`config.mk`:
```
export PLATFORM = sky130hd
export DESIGN_NAME = byte_deque_buffer_flat
export DESIGN_NICKNAME = d
export VERILOG_FILES = /design/src/hdl/bdb_pkg.sv /design/src/hdl/bdb_if.sv /design/src/hdl/bdb_ctrl.sv /design/src/hdl/bdb_datapath.sv /design/src/hdl/byte_deque_buffer.sv /design/src/flat_wrapper.sv
export VERILOG_INCLUDE_DIRS = /design/src /design/src/hdl
export SDC_FILE = /design/constraint.sdc
export NUM_CORES = 1
export LEC_CHECK = 0
export ABC_AREA = 1
export CORE_ASPECT_RATIO = 1.1
export CORE_MARGIN = 5
export CORE_UTILIZATION = 30
export CTS_CLUSTER_SIZE = 30
export DETAILED_ROUTE_END_ITERATION = 12
export DONT_BUFFER_PORTS = 1
export GPL_TIMING_DRIVEN = 0
export PLACE_DENSITY = 0.54
export SLEW_MARGIN = 20
export SYNTH_ARGS = -nofsm -noshare
export SYNTH_HDL_FRONTEND = slang
export SYNTH_SLANG_ARGS = --single-unit
export TNS_END_PERCENT = 1
```
`constraint.sdc`:
```
create_clock -name clk -period 7.8 [get_ports clk]
set_input_delay 0.78 -clock clk [delete_from_list [all_inputs] [get_ports clk]]
set_output_delay 0.78 -clock clk [all_outputs]
set_load 0.005 [all_outputs]
```
`src/hdl/byte_deque_buffer_assert.svh`:
```
// Assertion macros for the byte deque buffer.
// Needs clk and rst_n in the scope where a macro is used.
`ifndef BYTE_DEQUE_BUFFER_ASSERT_SVH
`define BYTE_DEQUE_BUFFER_ASSERT_SVH

// The consequent must hold in the same cycle as the antecedent.
`define BDB_ASSERT_SAME(lbl, ante, cons, msg) \
  lbl: assert property (@(posedge clk) disable iff (!rst_n) (ante) |-> (cons)) \
    else $error(msg);

// The consequent must hold in the cycle after the antecedent.
`define BDB_ASSERT_NEXT(lbl, ante, cons, msg) \
  lbl: assert property (@(posedge clk) disable iff (!rst_n) (ante) |=> (cons)) \
    else $error(msg);

`endif

```
`src/hdl/bdb_pkg.sv`:
```
// Shared constants, command codes and control structs of the byte deque buffer.
// No dependencies.
`default_nettype none

package bdb_pkg;

  localparam int DEPTH  = 16;
  localparam int IDX_W  = $clog2(DEPTH);
  localparam int CNT_W  = $clog2(DEPTH + 1);
  localparam int SUM_W  = CNT_W + 1;
  localparam int CMD_W  = 3;
  localparam int DATA_W = 8;
  localparam int WORD_W = 16;
  localparam int LIM_W  = 5;
  localparam int OCC_W  = 5;
  localparam int CMP_W  = (CNT_W > LIM_W) ? CNT_W : LIM_W;

  localparam logic [LIM_W-1:0] LIMIT_RESET = 5'd16;

  localparam logic [CMD_W-1:0] CMD_FLUSH      = 3'd0;
  localparam logic [CMD_W-1:0] CMD_PUSH_BACK  = 3'd1;
  localparam logic [CMD_W-1:0] CMD_POP_BACK   = 3'd2;
  localparam logic [CMD_W-1:0] CMD_PUSH_FRONT = 3'd3;
  localparam logic [CMD_W-1:0] CMD_POP_FRONT  = 3'd4;
  localparam logic [CMD_W-1:0] CMD_PUSH_WORD  = 3'd5;

  typedef struct packed {
    logic load;
    logic exec;
    logic write2;
    logic emit;
  } bdb_cmd_t;

  typedef struct packed {
    logic word_go;
    logic out_free;
  } bdb_stat_t;

endpackage

`default_nettype wire

```
`src/hdl/bdb_if.sv`:
```
// Valid/ready channel interfaces for requests and results of the byte deque buffer.
// Depends on bdb_pkg.
`default_nettype none

interface bdb_in_if;
  logic                         valid;
  logic                         ready;
  logic [bdb_pkg::CMD_W-1:0]    command;
  logic [bdb_pkg::DATA_W-1:0]   data_byte;
  logic [bdb_pkg::WORD_W-1:0]   data_word;

  modport source (output valid, output command, output data_byte, output data_word,
                  input ready);
  modport sink   (input valid, input command, input data_byte, input data_word,
                  output ready);
endinterface

interface bdb_out_if;
  logic                         valid;
  logic                         ready;
  logic                         success;
  logic [bdb_pkg::DATA_W-1:0]   out_byte;
  logic [bdb_pkg::OCC_W-1:0]    occupancy;

  modport source (output valid, output success, output out_byte, output occupancy,
                  input ready);
  modport sink   (input valid, input success, input out_byte, input occupancy,
                  output ready);
endinterface

`default_nettype wire

```
`src/hdl/bdb_ctrl.sv`:
```
// Controller state machine of the byte deque buffer: sequences load, execute,
// second write and result. Depends on bdb_pkg.
`default_nettype none

module bdb_ctrl (
  input  wire logic               clk,
  input  wire logic               rst_n,
  input  wire logic               in_valid,
  output logic                    in_ready,
  output bdb_pkg::bdb_cmd_t       cmd,
  input  wire bdb_pkg::bdb_stat_t stat
);

  localparam logic [1:0] ST_IDLE   = 2'd0;
  localparam logic [1:0] ST_EXEC   = 2'd1;
  localparam logic [1:0] ST_WRITE2 = 2'd2;
  localparam logic [1:0] ST_EMIT   = 2'd3;

  logic [1:0] state_r;
  logic [1:0] state_nxt;

  always_comb begin
    state_nxt  = state_r;
    cmd        = '0;
    in_ready   = 1'b0;
    case (state_r)
      ST_IDLE: begin
        in_ready = 1'b1;
        if (in_valid) begin
          cmd.load  = 1'b1;
          state_nxt = ST_EXEC;
        end
      end
      ST_EXEC: begin
        cmd.exec  = 1'b1;
        state_nxt = stat.word_go ? ST_WRITE2 : ST_EMIT;
      end
      ST_WRITE2: begin
        cmd.write2 = 1'b1;
        state_nxt  = ST_EMIT;
      end
      ST_EMIT: begin
        if (stat.out_free) begin
          cmd.emit  = 1'b1;
          state_nxt = ST_IDLE;
        end
      end
      default: begin
        state_nxt = ST_IDLE;
      end
    endcase
  end

  always_ff @(posedge clk) begin
    if (!rst_n) begin
      state_r <= ST_IDLE;
    end else begin
      state_r <= state_nxt;
    end
  end

endmodule

`default_nettype wire

```
`src/hdl/bdb_datapath.sv`:
```
// Datapath of the byte deque buffer: byte store, ring pointers, limit register
// and result register. Depends on bdb_pkg.
`default_nettype none

module bdb_datapath (
  input  wire logic                         clk,
  input  wire logic                         rst_n,
  input  wire bdb_pkg::bdb_cmd_t            cmd,
  output bdb_pkg::bdb_stat_t                stat,
  input  wire logic                         cfg_we,
  input  wire logic [bdb_pkg::LIM_W-1:0]    cfg_wdata,
  input  wire logic [bdb_pkg::CMD_W-1:0]    in_command,
  input  wire logic [bdb_pkg::DATA_W-1:0]   in_data_byte,
  input  wire logic [bdb_pkg::WORD_W-1:0]   in_data_word,
  output logic                              out_valid,
  input  wire logic                         out_ready,
  output logic                              out_success,
  output logic [bdb_pkg::DATA_W-1:0]        out_byte,
  output logic [bdb_pkg::OCC_W-1:0]         out_occupancy
);

  localparam int IDX_W  = bdb_pkg::IDX_W;
  localparam int CNT_W  = bdb_pkg::CNT_W;
  localparam int SUM_W  = bdb_pkg::SUM_W;
  localparam int CMP_W  = bdb_pkg::CMP_W;
  localparam int DATA_W = bdb_pkg::DATA_W;

  function automatic logic [IDX_W-1:0] ring_add(input logic [IDX_W-1:0] base,
                                                input logic [CNT_W-1:0] off);
    logic [SUM_W-1:0] sum;
    sum = SUM_W'(base) + SUM_W'(off);
    if (sum >= SUM_W'(bdb_pkg::DEPTH)) begin
      sum = sum - SUM_W'(bdb_pkg::DEPTH);
    end
    return IDX_W'(sum);
  endfunction

  logic [DATA_W-1:0]              store_r [bdb_pkg::DEPTH];
  logic [DATA_W-1:0]              rd_data_r;
  logic [bdb_pkg::CMD_W-1:0]      cmd_r;
  logic [DATA_W-1:0]              byte_r;
  logic [bdb_pkg::WORD_W-1:0]     word_r;
  logic [bdb_pkg::LIM_W-1:0]      limit_r;
  logic [IDX_W-1:0]               front_r, front_nxt;
  logic [CNT_W-1:0]               count_r, count_nxt;
  logic                           ok_r, ok_nxt;
  logic                           pop_r, pop_nxt;
  logic                           out_valid_r;
  logic                           out_success_r;
  logic [DATA_W-1:0]              out_byte_r;
  logic [bdb_pkg::OCC_W-1:0]      out_occ_r;

  logic                           wr_en;
  logic [IDX_W-1:0]               wr_addr;
  logic [DATA_W-1:0]              wr_data;
  logic                           rd_en;
  logic [IDX_W-1:0]               rd_addr;

  logic [IDX_W-1:0]               back_idx;
  logic [IDX_W-1:0]               last_idx;
  logic [IDX_W-1:0]               prev_front;
  logic [IDX_W-1:0]               next_front;
  logic [CMP_W-1:0]               lim_cmp;
  logic [CMP_W-1:0]               cnt_cmp;
  logic                           room1;
  logic                           room2;
  logic                           not_empty;

  assign back_idx   = ring_add(front_r, count_r);
  assign last_idx   = ring_add(front_r, count_r - CNT_W'(1));
  assign next_front = ring_add(front_r, CNT_W'(1));
  assign prev_front = (front_r == '0) ? IDX_W'(bdb_pkg::DEPTH - 1) : front_r - IDX_W'(1);

  assign lim_cmp   = (CMP_W'(limit_r) > CMP_W'(bdb_pkg::DEPTH)) ?
                     CMP_W'(bdb_pkg::DEPTH) : CMP_W'(limit_r);
  assign cnt_cmp   = CMP_W'(count_r);
  assign room1     = lim_cmp > cnt_cmp;
  assign room2     = room1 && ((lim_cmp - cnt_cmp) >= CMP_W'(2));
  assign not_empty = count_r != '0;

  assign stat.word_go  = (cmd_r == bdb_pkg::CMD_PUSH_WORD) && room2;
  assign stat.out_free = !out_valid_r || out_ready;

  always_comb begin
    front_nxt = front_r;
    count_nxt = count_r;
    ok_nxt    = ok_r;
    pop_nxt   = pop_r;
    wr_en     = 1'b0;
    wr_addr   = back_idx;
    wr_data   = byte_r;
    rd_en     = 1'b0;
    rd_addr   = front_r;
    if (cmd.exec) begin
      ok_nxt  = 1'b0;
      pop_nxt = 1'b0;
      case (cmd_r)
        bdb_pkg::CMD_FLUSH: begin
          front_nxt = '0;
          count_nxt = '0;
          ok_nxt    = 1'b1;
        end
        bdb_pkg::CMD_PUSH_BACK: begin
          if (room1) begin
            wr_en     = 1'b1;
            count_nxt = count_r + CNT_W'(1);
            ok_nxt    = 1'b1;
          end
        end
        bdb_pkg::CMD_POP_BACK: begin
          if (not_empty) begin
            rd_en     = 1'b1;
            rd_addr   = last_idx;
            count_nxt = count_r - CNT_W'(1);
            ok_nxt    = 1'b1;
            pop_nxt   = 1'b1;
          end
        end
        bdb_pkg::CMD_PUSH_FRONT: begin
          if (room1) begin
            wr_en     = 1'b1;
            wr_addr   = prev_front;
            front_nxt = prev_front;
            count_nxt = count_r + CNT_W'(1);
            ok_nxt    = 1'b1;
          end
        end
        bdb_pkg::CMD_POP_FRONT: begin
          if (not_empty) begin
            rd_en     = 1'b1;
            front_nxt = next_front;
            count_nxt = count_r - CNT_W'(1);
            ok_nxt    = 1'b1;
            pop_nxt   = 1'b1;
          end
        end
        bdb_pkg::CMD_PUSH_WORD: begin
          if (room2) begin
            wr_en     = 1'b1;
            wr_data   = word_r[DATA_W-1:0];
            count_nxt = count_r + CNT_W'(2);
            ok_nxt    = 1'b1;
          end
        end
        default: begin
        end
      endcase
    end
    if (cmd.write2) begin
      // The count already includes both bytes, so the high byte goes to the last slot.
      wr_en   = 1'b1;
      wr_addr = last_idx;
      wr_data = word_r[bdb_pkg::WORD_W-1:DATA_W];
    end
  end

  always_ff @(posedge clk) begin
    if (wr_en) begin
      store_r[wr_addr] <= wr_data;
    end
    if (rd_en) begin
      rd_data_r <= store_r[rd_addr];
    end
  end

  always_ff @(posedge clk) begin
    if (cmd.load) begin
      cmd_r  <= in_command;
      byte_r <= in_data_byte;
      word_r <= in_data_word;
    end
    ok_r  <= ok_nxt;
    pop_r <= pop_nxt;
    if (cmd.emit) begin
      out_success_r <= ok_r;
      out_byte_r    <= pop_r ? rd_data_r : '0;
      out_occ_r     <= bdb_pkg::OCC_W'(count_r);
    end
  end

  always_ff @(posedge clk) begin
    if (!rst_n) begin
      front_r     <= '0;
      count_r     <= '0;
      limit_r     <= bdb_pkg::LIMIT_RESET;
      out_valid_r <= 1'b0;
    end else begin
      front_r <= front_nxt;
      count_r <= count_nxt;
      if (cfg_we) begin
        limit_r <= cfg_wdata;
      end
      if (cmd.emit) begin
        out_valid_r <= 1'b1;
      end else if (out_ready) begin
        out_valid_r <= 1'b0;
      end
    end
  end

  assign out_valid     = out_valid_r;
  assign out_success   = out_success_r;
  assign out_byte      = out_byte_r;
  assign out_occupancy = out_occ_r;

endmodule

`default_nettype wire

```
`src/hdl/byte_deque_buffer.sv`:
```
// Top level of the byte deque buffer: controller, datapath and assertions.
// Depends on bdb_pkg, bdb_if, bdb_ctrl, bdb_datapath and byte_deque_buffer_assert.svh.
//
// Channel   Direction  Handshake       Payload
// in_chan   in         valid/ready     command, data_byte, data_word
// out_chan  out        valid/ready     success, out_byte, occupancy
// cfg       in         cfg_we          cfg_wdata (capacity limit)
//
// A request steps the controller through accept, execute and result; a word push that fits
// adds a second write state, set by the single write port and registered read port of the
// byte store. Its result is loaded in the result state once the output register is free.
// The next request is accepted while a finished result still waits in the output register.
// Reset is synchronous and clears the queue and sets the limit to 16; no clearing pass.
// A stalled output holds the controller in its result state until the register frees.
`default_nettype none
`include "byte_deque_buffer_assert.svh"

module byte_deque_buffer (
  input  wire logic                       clk,
  input  wire logic                       rst_n,
  bdb_in_if.sink                          in_chan,
  bdb_out_if.source                       out_chan,
  input  wire logic                       cfg_we,
  input  wire logic [bdb_pkg::LIM_W-1:0]  cfg_wdata
);

  bdb_pkg::bdb_cmd_t  cmd;
  bdb_pkg::bdb_stat_t stat;

  bdb_ctrl u_ctrl (
    .clk      (clk),
    .rst_n    (rst_n),
    .in_valid (in_chan.valid),
    .in_ready (in_chan.ready),
    .cmd      (cmd),
    .stat     (stat)
  );

  bdb_datapath u_datapath (
    .clk           (clk),
    .rst_n         (rst_n),
    .cmd           (cmd),
    .stat          (stat),
    .cfg_we        (cfg_we),
    .cfg_wdata     (cfg_wdata),
    .in_command    (in_chan.command),
    .in_data_byte  (in_chan.data_byte),
    .in_data_word  (in_chan.data_word),
    .out_valid     (out_chan.valid),
    .out_ready     (out_chan.ready),
    .out_success   (out_chan.success),
    .out_byte      (out_chan.out_byte),
    .out_occupancy (out_chan.occupancy)
  );

  `BDB_ASSERT_SAME(a_occ_bound, out_chan.valid,
                   out_chan.occupancy <= bdb_pkg::OCC_W'(bdb_pkg::DEPTH),
                   "occupancy exceeds depth")
  `BDB_ASSERT_SAME(a_fail_zero, out_chan.valid && !out_chan.success,
                   out_chan.out_byte == '0, "failed request returned a byte")
  `BDB_ASSERT_NEXT(a_one_at_a_time, in_chan.valid && in_chan.ready,
                   !in_chan.ready, "request accepted while another is in work")
  `BDB_ASSERT_SAME(a_emit_free, cmd.emit, stat.out_free,
                   "result loaded over a waiting result")

endmodule

`default_nettype wire
```
`src/flat_wrapper.sv`:
```
// flat-port wrapper written by rule: the top's interface ports become plain ports
module byte_deque_buffer_flat 
  (clk, rst_n, cfg_we, cfg_wdata, in_chan_valid, in_chan_command, in_chan_data_byte, in_chan_data_word, in_chan_ready, out_chan_valid, out_chan_success, out_chan_out_byte, out_chan_occupancy, out_chan_ready);
  bdb_in_if in_chan_i ();
  bdb_out_if out_chan_i ();
  input  wire logic clk;
  input  wire logic rst_n;
  input  wire logic cfg_we;
  input  wire logic [bdb_pkg::LIM_W-1:0] cfg_wdata;
  input wire logic [$bits(in_chan_i.valid)-1:0] in_chan_valid;
  input wire logic [$bits(in_chan_i.command)-1:0] in_chan_command;
  input wire logic [$bits(in_chan_i.data_byte)-1:0] in_chan_data_byte;
  input wire logic [$bits(in_chan_i.data_word)-1:0] in_chan_data_word;
  output wire logic [$bits(in_chan_i.ready)-1:0] in_chan_ready;
  output wire logic [$bits(out_chan_i.valid)-1:0] out_chan_valid;
  output wire logic [$bits(out_chan_i.success)-1:0] out_chan_success;
  output wire logic [$bits(out_chan_i.out_byte)-1:0] out_chan_out_byte;
  output wire logic [$bits(out_chan_i.occupancy)-1:0] out_chan_occupancy;
  input wire logic [$bits(out_chan_i.ready)-1:0] out_chan_ready;
  assign in_chan_i.valid = in_chan_valid;
  assign in_chan_i.command = in_chan_command;
  assign in_chan_i.data_byte = in_chan_data_byte;
  assign in_chan_i.data_word = in_chan_data_word;
  assign in_chan_ready = in_chan_i.ready;
  assign out_chan_valid = out_chan_i.valid;
  assign out_chan_success = out_chan_i.success;
  assign out_chan_out_byte = out_chan_i.out_byte;
  assign out_chan_occupancy = out_chan_i.occupancy;
  assign out_chan_i.ready = out_chan_ready;
  byte_deque_buffer u_core (.clk(clk), .rst_n(rst_n), .in_chan(in_chan_i), .out_chan(out_chan_i), .cfg_we(cfg_we), .cfg_wdata(cfg_wdata));
endmodule
```
=== Yosys cells after proc, flatten, opt, wreduce, memory -nomap -nowiden ===
Memory sizes are Yosys's and may differ from the RTL's. A register that Yosys moved wholly into a read port is not among the register bits.
Index checks and enable logic that the tools add are counted.

* Bits in registers: 60
* Bits in writable memories: 128
* Input port bits: 37
* Memories kept: 1

{| class="wikitable"
|+ Memory list
! name !! depth !! bits a word !! rd ports !! clocked after memory_dff !! wr ports !! RTL line !! RTL
|-
| u_core.u_datapath.store_r || 16 || 8 || 1 || 1 || 1 || bdb_datapath.sv:38 || <nowiki>logic [DATA_W-1:0] store_r [bdb_pkg::DEPTH];</nowiki>
|}

* Order comparisons: 6
* Mux-type cells: 47
* Add/subtract/negate cells: 11
* Equality and inequality tests: 15
* Reductions and logical operators: 16

{| class="wikitable"
|+ Operators with widths
! cell !! count
|-
| 4-bit 2-to-1 mux || 13
|-
| 8-bit 2-to-1 mux || 4
|-
| 5-bit 2-to-1 mux || 4
|-
| 5-bit case mux with 4 select lines || 1
|-
| 1-bit 2-to-1 mux || 19
|-
| 4-bit by 1-bit subtractor with 4-bit output (second input constant) || 4
|-
| 4-bit by 5-bit adder with 6-bit output || 2
|-
| 6-bit by 5-bit greater-or-equal comparator with 1-bit output (second input constant) || 2
|-
| 4-bit case mux with 3 select lines || 1
|-
| 2-bit != test (second input constant) || 4
|-
| 2-bit case mux with 4 select lines || 1
|-
| 3-bit by 2-bit == test with 1-bit output (second input constant) || 2
|-
| 3-bit == test (second input constant) || 2
|-
| 2-bit by 1-bit != test with 1-bit output (second input constant) || 3
|-
| 4-bit by 1-bit adder with 5-bit output (second input constant) || 1
|-
| 5-bit by 1-bit adder with 5-bit output (second input constant) || 1
|-
| 5-bit by 2-bit adder with 5-bit output (second input constant) || 1
|-
| 5-bit by 2-bit greater-or-equal comparator with 1-bit output (second input constant) || 1
|-
| 5-bit greater-or-equal comparator (second input constant) || 1
|-
| 5-bit > comparator || 1
|-
| 5-bit > comparator (second input constant) || 1
|-
| 5-bit AND reduction || 1
|-
| 5-bit nonzero test || 1
|-
| 5-bit by 1-bit subtractor with 5-bit output (second input constant) || 1
|-
| 19 further kinds || 23
|}

=== Longest topological paths before layout ===
* Depth after elaboration: 11
* Depth in mapped cells: 18

=== Cells and area by module ===
A second synthesis with hierarchy kept.

* Cell total of the unflattened synthesis: 994
* Area, all modules: 9,576.7 um2

{| class="wikitable"
|+ Modules (own cells, without submodules)
! module !! area each (um2) !! sequential area each (um2) !! instances !! cells each
|-
| bdb_datapath || 9,369.0 || 5,675.4 || 1 || 963
|-
| bdb_ctrl || 207.7 || 40.0 || 1 || 31
|}

=== Worst setup path before layout ===
Ideal clock, no wire load.

* Path kind: flip-flop to flip-flop
* Start: reg u_core.u_datapath.count_r[1], in the netlist u_core.u_datapath.cnt_cmp[1]
* End: mem u_core.u_datapath.store_r[12][0], enable pin
* Arrival: 2.346 ns
* Buffers on the path: 0
* Cell stages (with the launch flop): 13
* Slack: 5.084 ns
* Cell sequence: dfxtp_1 inv_1 ha_1 inv_1 ha_1 a21o_1 a21oi_1 nand2_1 nand2_1 nand2_1 nand2_1 nand3_1 nor2_1

* Longest elaborated chain between the ends: 9

{| class="wikitable"
|+ Ends and longest elaborated chain
! item !! RTL line !! RTL
|-
| from (decl) || bdb_datapath.sv:45 || <nowiki>logic [CNT_W-1:0] count_r, count_nxt;</nowiki>
|-
| from (signal assigned) || bdb_datapath.sv:189 || <nowiki>count_r <= count_nxt;</nowiki>
|-
| 5-bit subtractor || bdb_datapath.sv:78 || <nowiki>assign room2 = room1 && ((lim_cmp - cnt_cmp) >= CMP_W'(2));</nowiki>
|-
| 5-bit by 2-bit greater-or-equal comparator with 1-bit output || bdb_datapath.sv:78 ||
|-
| 1-bit logical AND || bdb_datapath.sv:78 ||
|-
| 1-bit 2-to-1 mux || bdb_datapath.sv:138 || <nowiki>if (room2) begin</nowiki>
|-
| 1-bit case mux with 2 select lines || bdb_datapath.sv:97 || <nowiki>case (cmd_r)</nowiki>
|-
| 1-bit 2-to-1 mux || bdb_datapath.sv:94 || <nowiki>if (cmd.exec) begin</nowiki>
|-
| 1-bit 2-to-1 mux || bdb_datapath.sv:149 || <nowiki>if (cmd.write2) begin</nowiki>
|-
| 1-bit 2-to-1 mux || bdb_datapath.sv:158 || <nowiki>if (wr_en) begin</nowiki>
|-
| 1-bit 2-to-1 mux (implied by the code) || bdb_datapath.sv:159 || <nowiki>store_r[wr_addr] <= wr_data;</nowiki>
|-
| to (decl) || bdb_datapath.sv:38 ||
|}

Parallel ways exist; a longest one is shown, timed or not.

=== Final worst setup path ===
* Start: reg u_core.u_datapath.count_r[1], in the netlist u_core.u_datapath.cnt_cmp[1]
* End: mem u_core.u_datapath.store_r[12][7], enable pin

Same word-level chain as after synthesis.

==> flow_metrics.env <==
export IMPL_ir_worst_vdd_mv=0.1999
export IMPL_cts_setup_buffers=0
export IMPL_synth_area_leaders="edfxtp_1, nand2_1, inv_1, nand3_1, dfxtp_1"
export IMPL_powerDensity_nw_per_um2=333.2
export IMPL_end_kind="flip-flop"
export IMPL_place_area_um2=10000
export IMPL_boundaryPins=53
export IMPL_setup_tns_ps=0
export IMPL_finish_utilization_pct=33.81
export IMPL_synth_edff_count=179
export IMPL_die_w_um=179.3
export IMPL_synth_top_cell_by_area="edfxtp_1"
export IMPL_synthesis_nets=1061
export IMPL_grt_overflow=0
export IMPL_postCtsResizedCells=0
export IMPL_switchingPower_mw=1.367
export IMPL_synth_most_common_cell="nand2_1"
export IMPL_comb_power_share_pct=33.7
export IMPL_power_total_mw=3.518
export IMPL_grt_start_max_net_pins=28
export IMPL_async_flop_share_pct=0
export IMPL_wire_per_inst_um=16.03
export IMPL_h_tree_depth=4
export IMPL_cts_buffers=17
export IMPL_routed_wl_um=23240
export IMPL_ys_flop_type="edfxtp_1"
export IMPL_core_rowCount=68
export IMPL_clkSinkCount=196
export IMPL_pwr_share_clk_pct=24.3
export IMPL_drt_vias_per_instance=4.488
export IMPL_slowest_delay_ps=740
export IMPL_path_class="flip-flop to flip-flop"
export IMPL_nets=1081
export IMPL_ctsHoldBuffers=0
export IMPL_die_y_um=196.2
export IMPL_synth_seq_cells=196
export IMPL_drt_initial_drc_count=413
export IMPL_crit_fanout=8
export IMPL_finalSetupViolCount=0
export IMPL_cts_root_buf="clkbuf_16"
export IMPL_cp_required_ps=7860
export IMPL_clk_latency_ps=440
export IMPL_drv_cap=0
export IMPL_layout_drive_gt1_share_pct=8.058
export IMPL_status="complete, no violations"
export IMPL_grt_pass1_vias=6249
export IMPL_cpMaxStageDelayCell="nor2_1"
export IMPL_p_leak_nw=4.590
export IMPL_hp_class="flip-flop to flip-flop"
export IMPL_postSynthCellCount=998
export IMPL_dp_hpwl_um=16290
export IMPL_cts_path_max_buffers=2
export IMPL_cts_tree="done"
export IMPL_start_util_pct=30.29
export IMPL_syn_cell_area_um2=9459
export IMPL_coreArea_um2=31220
export IMPL_grt_usage_pct=13.74
export IMPL_critPathBufInv=1
export IMPL_via_count=6507
export IMPL_worst_slew_pin_slew_ps=942.5
export IMPL_max_slew_margin_pct=37.10
export IMPL_power_internal_mw=2.151
export IMPL_synth_top_area_share_pct=56.83
export IMPL_gp_congestion=0.8483
export IMPL_antenna_cells=0
export IMPL_dr_pass1_iters=5
export IMPL_fin_crit_ps=3568
export IMPL_slew_viol_final=0
export IMPL_rsz0062_at_grt="false"
export IMPL_ys_top_cells_by_count="nand2_1, inv_1, edfxtp_1, nand3_1, nor2_1"
export IMPL_design_area_um2=10560
export IMPL_grt_pass1_wl_um=36430
export IMPL_area_growth_pct=11.61
export IMPL_fmax_mhz=280.3
export IMPL_synth_distinct_cells=34
export IMPL_synth_seq_area_share_pct=60.42
export IMPL_fp_dieArea_um2=35190
export IMPL_hold_viol=0
export IMPL_fin_crit_sh_pct=45.74
export IMPL_final_antenna_net_count=0
export IMPL_ys_warn_count=0
export IMPL_critPathTopFamily="simple AND/OR/NAND/NOR gates"
export IMPL_avgSynthCellArea_um2=9.478
export IMPL_finalClockSkew_ps=17.76
export IMPL_cp_arrival_ps=3630
export IMPL_cp_common_cell="nand2_1"
export IMPL_seq_power_share_pct=42.0
export IMPL_cp_cell_sequence="inv_1, ha_1, xor2_1, ha_1, a21oi_1, nand2_1, nand2_1, nand2_1, nand2_1, nand3_1, nor2_1"
export IMPL_p_sw_share_pct=38.87
export IMPL_path_clk_slew_ps=70
export IMPL_antenna_found_initial=0
export IMPL_drc=0
export IMPL_io_buffers=0
export IMPL_crit_path_start_kind="flip-flop"
==> state kept, by name, summed over array words and instances, names as in the netlist <==
signal	flops
u_core.u_datapath.rd_data_r	8
u_core.u_datapath.cmd_r	3
u_core.u_datapath.byte_r	8
u_core.u_datapath.limit_r	5
u_core.u_datapath.store_r	128
u_core.u_ctrl.state_r	2
u_core.u_datapath.out_occupancy	5
u_core.u_datapath.word_r	16
u_core.u_datapath.front_r	4
u_core.u_datapath.out_valid	1
u_core.u_datapath.out_success	1
u_core.u_datapath.cnt_cmp	5
u_core.u_datapath.ok_r	1
u_core.u_datapath.pop_r	1
u_core.u_datapath.out_byte	8
==> power by group through the flow <==
stage	logic, mW	clock network (mW)	registers, mW
4_1_cts	1.20	0.880	1.48
3_3_place_gp	1.18	0	1.50
5_1_grt	1.34	0.926	1.49
3_5_place_dp	1.19	0	1.50
2_1_floorplan	0.801	0	1.48
6_report	1.19	0.855	1.48
==> layout make-up <==
class                      count  area (um2)
fill                        3193       20670
clock inverter                14       132.6
sequential                   196        5715
tap                          420       525.5
inverter                     208       780.7
buffer                        27       140.1
timing repair buffer           1       11.26
clock buffer                  17       425.4
multi-input combinational    567        2826
==> metrics by stage <==
stage	cells	hold WS (ps)	worst slack, ps
after floorplan	998	400.3	5084
after global placement	1418	409.0	4265
after detailed placement	1419	408.4	4225
after CTS	1450	404.8	4227
after global routing	1450	397.9	3938
final	1450	421.5	4232
==> layout by cell type, fill, tap and decap left out, types with 2 or more instances in the layout <==
| cell | count |
|---|---|
| o21ai_0 | 23 |
| nand2_1 | 249 |
| xor2_1 | 5 |
| clkbuf_1 | 2 |
| dfxtp_1 | 17 |
| buf_2 | 19 |
| nor2_1 | 45 |
| inv_2 | 6 |
| inv_6 | 5 |
| ha_1 | 23 |
| nand3_1 | 150 |
| nand4_1 | 10 |
| edfxtp_1 | 179 |
| nand3_2 | 3 |
| clkbuf_16 | 17 |
| nor2_2 | 3 |
| inv_8 | 4 |
| nand2_2 | 8 |
| nand2_4 | 2 |
| buf_1 | 2 |
| clkinv_2 | 2 |
| a21oi_1 | 26 |
| nor3_1 | 2 |
| buf_4 | 4 |
| clkinv_4 | 2 |
| or2_2 | 2 |
| xnor2_1 | 2 |
| inv_1 | 201 |
| o21ai_4 | 2 |
| fa_1 | 3 |
==> per-layer routing <==
| metal | part of all wire, % | GRT usage, % | wire, um |
|---|---|---|---|
| met2 | 45 | 20.93 | 10550 |
| met5 | 0 | 0 | 0 |
| met1 | 47 | 19.37 | 10820 |
| met4 | 2.8 | 5.107 | 648 |
| met3 | 5.3 | 2.794 | 1220 |
==> cell families (layout without fill, tap and decap cells) <==
group	Yosys count	after routing	share of synthesized area, %
buf+inv	235	267	9.735
simple gates	476	476	22.05
compound gates	58	58	3.466
fa+ha+maj	26	26	3.677
flops	196	196	60.42
xor+xnor	7	7	0.6482
==> worst paths after layout <==
kind	endpoint	slack, ps	cells after the start	start
worst max-delay path	u_core.u_datapath.store_r[12][7]$_DFFE_PP_	4230	11	u_core.u_datapath.cnt_cmp[1]$_SDFFE_PN0P_
worst min-delay path	u_core.u_datapath.out_success$_DFFE_PP_	420	0	u_core.u_datapath.ok_r$_DFFE_PP_
worst max register to register	u_core.u_datapath.store_r[12][7]$_DFFE_PP_	4230	11	u_core.u_datapath.cnt_cmp[1]$_SDFFE_PN0P_
worst min register to register	u_core.u_datapath.out_success$_DFFE_PP_	420	0	u_core.u_datapath.ok_r$_DFFE_PP_
No activity file was read; power rests on OpenSTA's default activity.
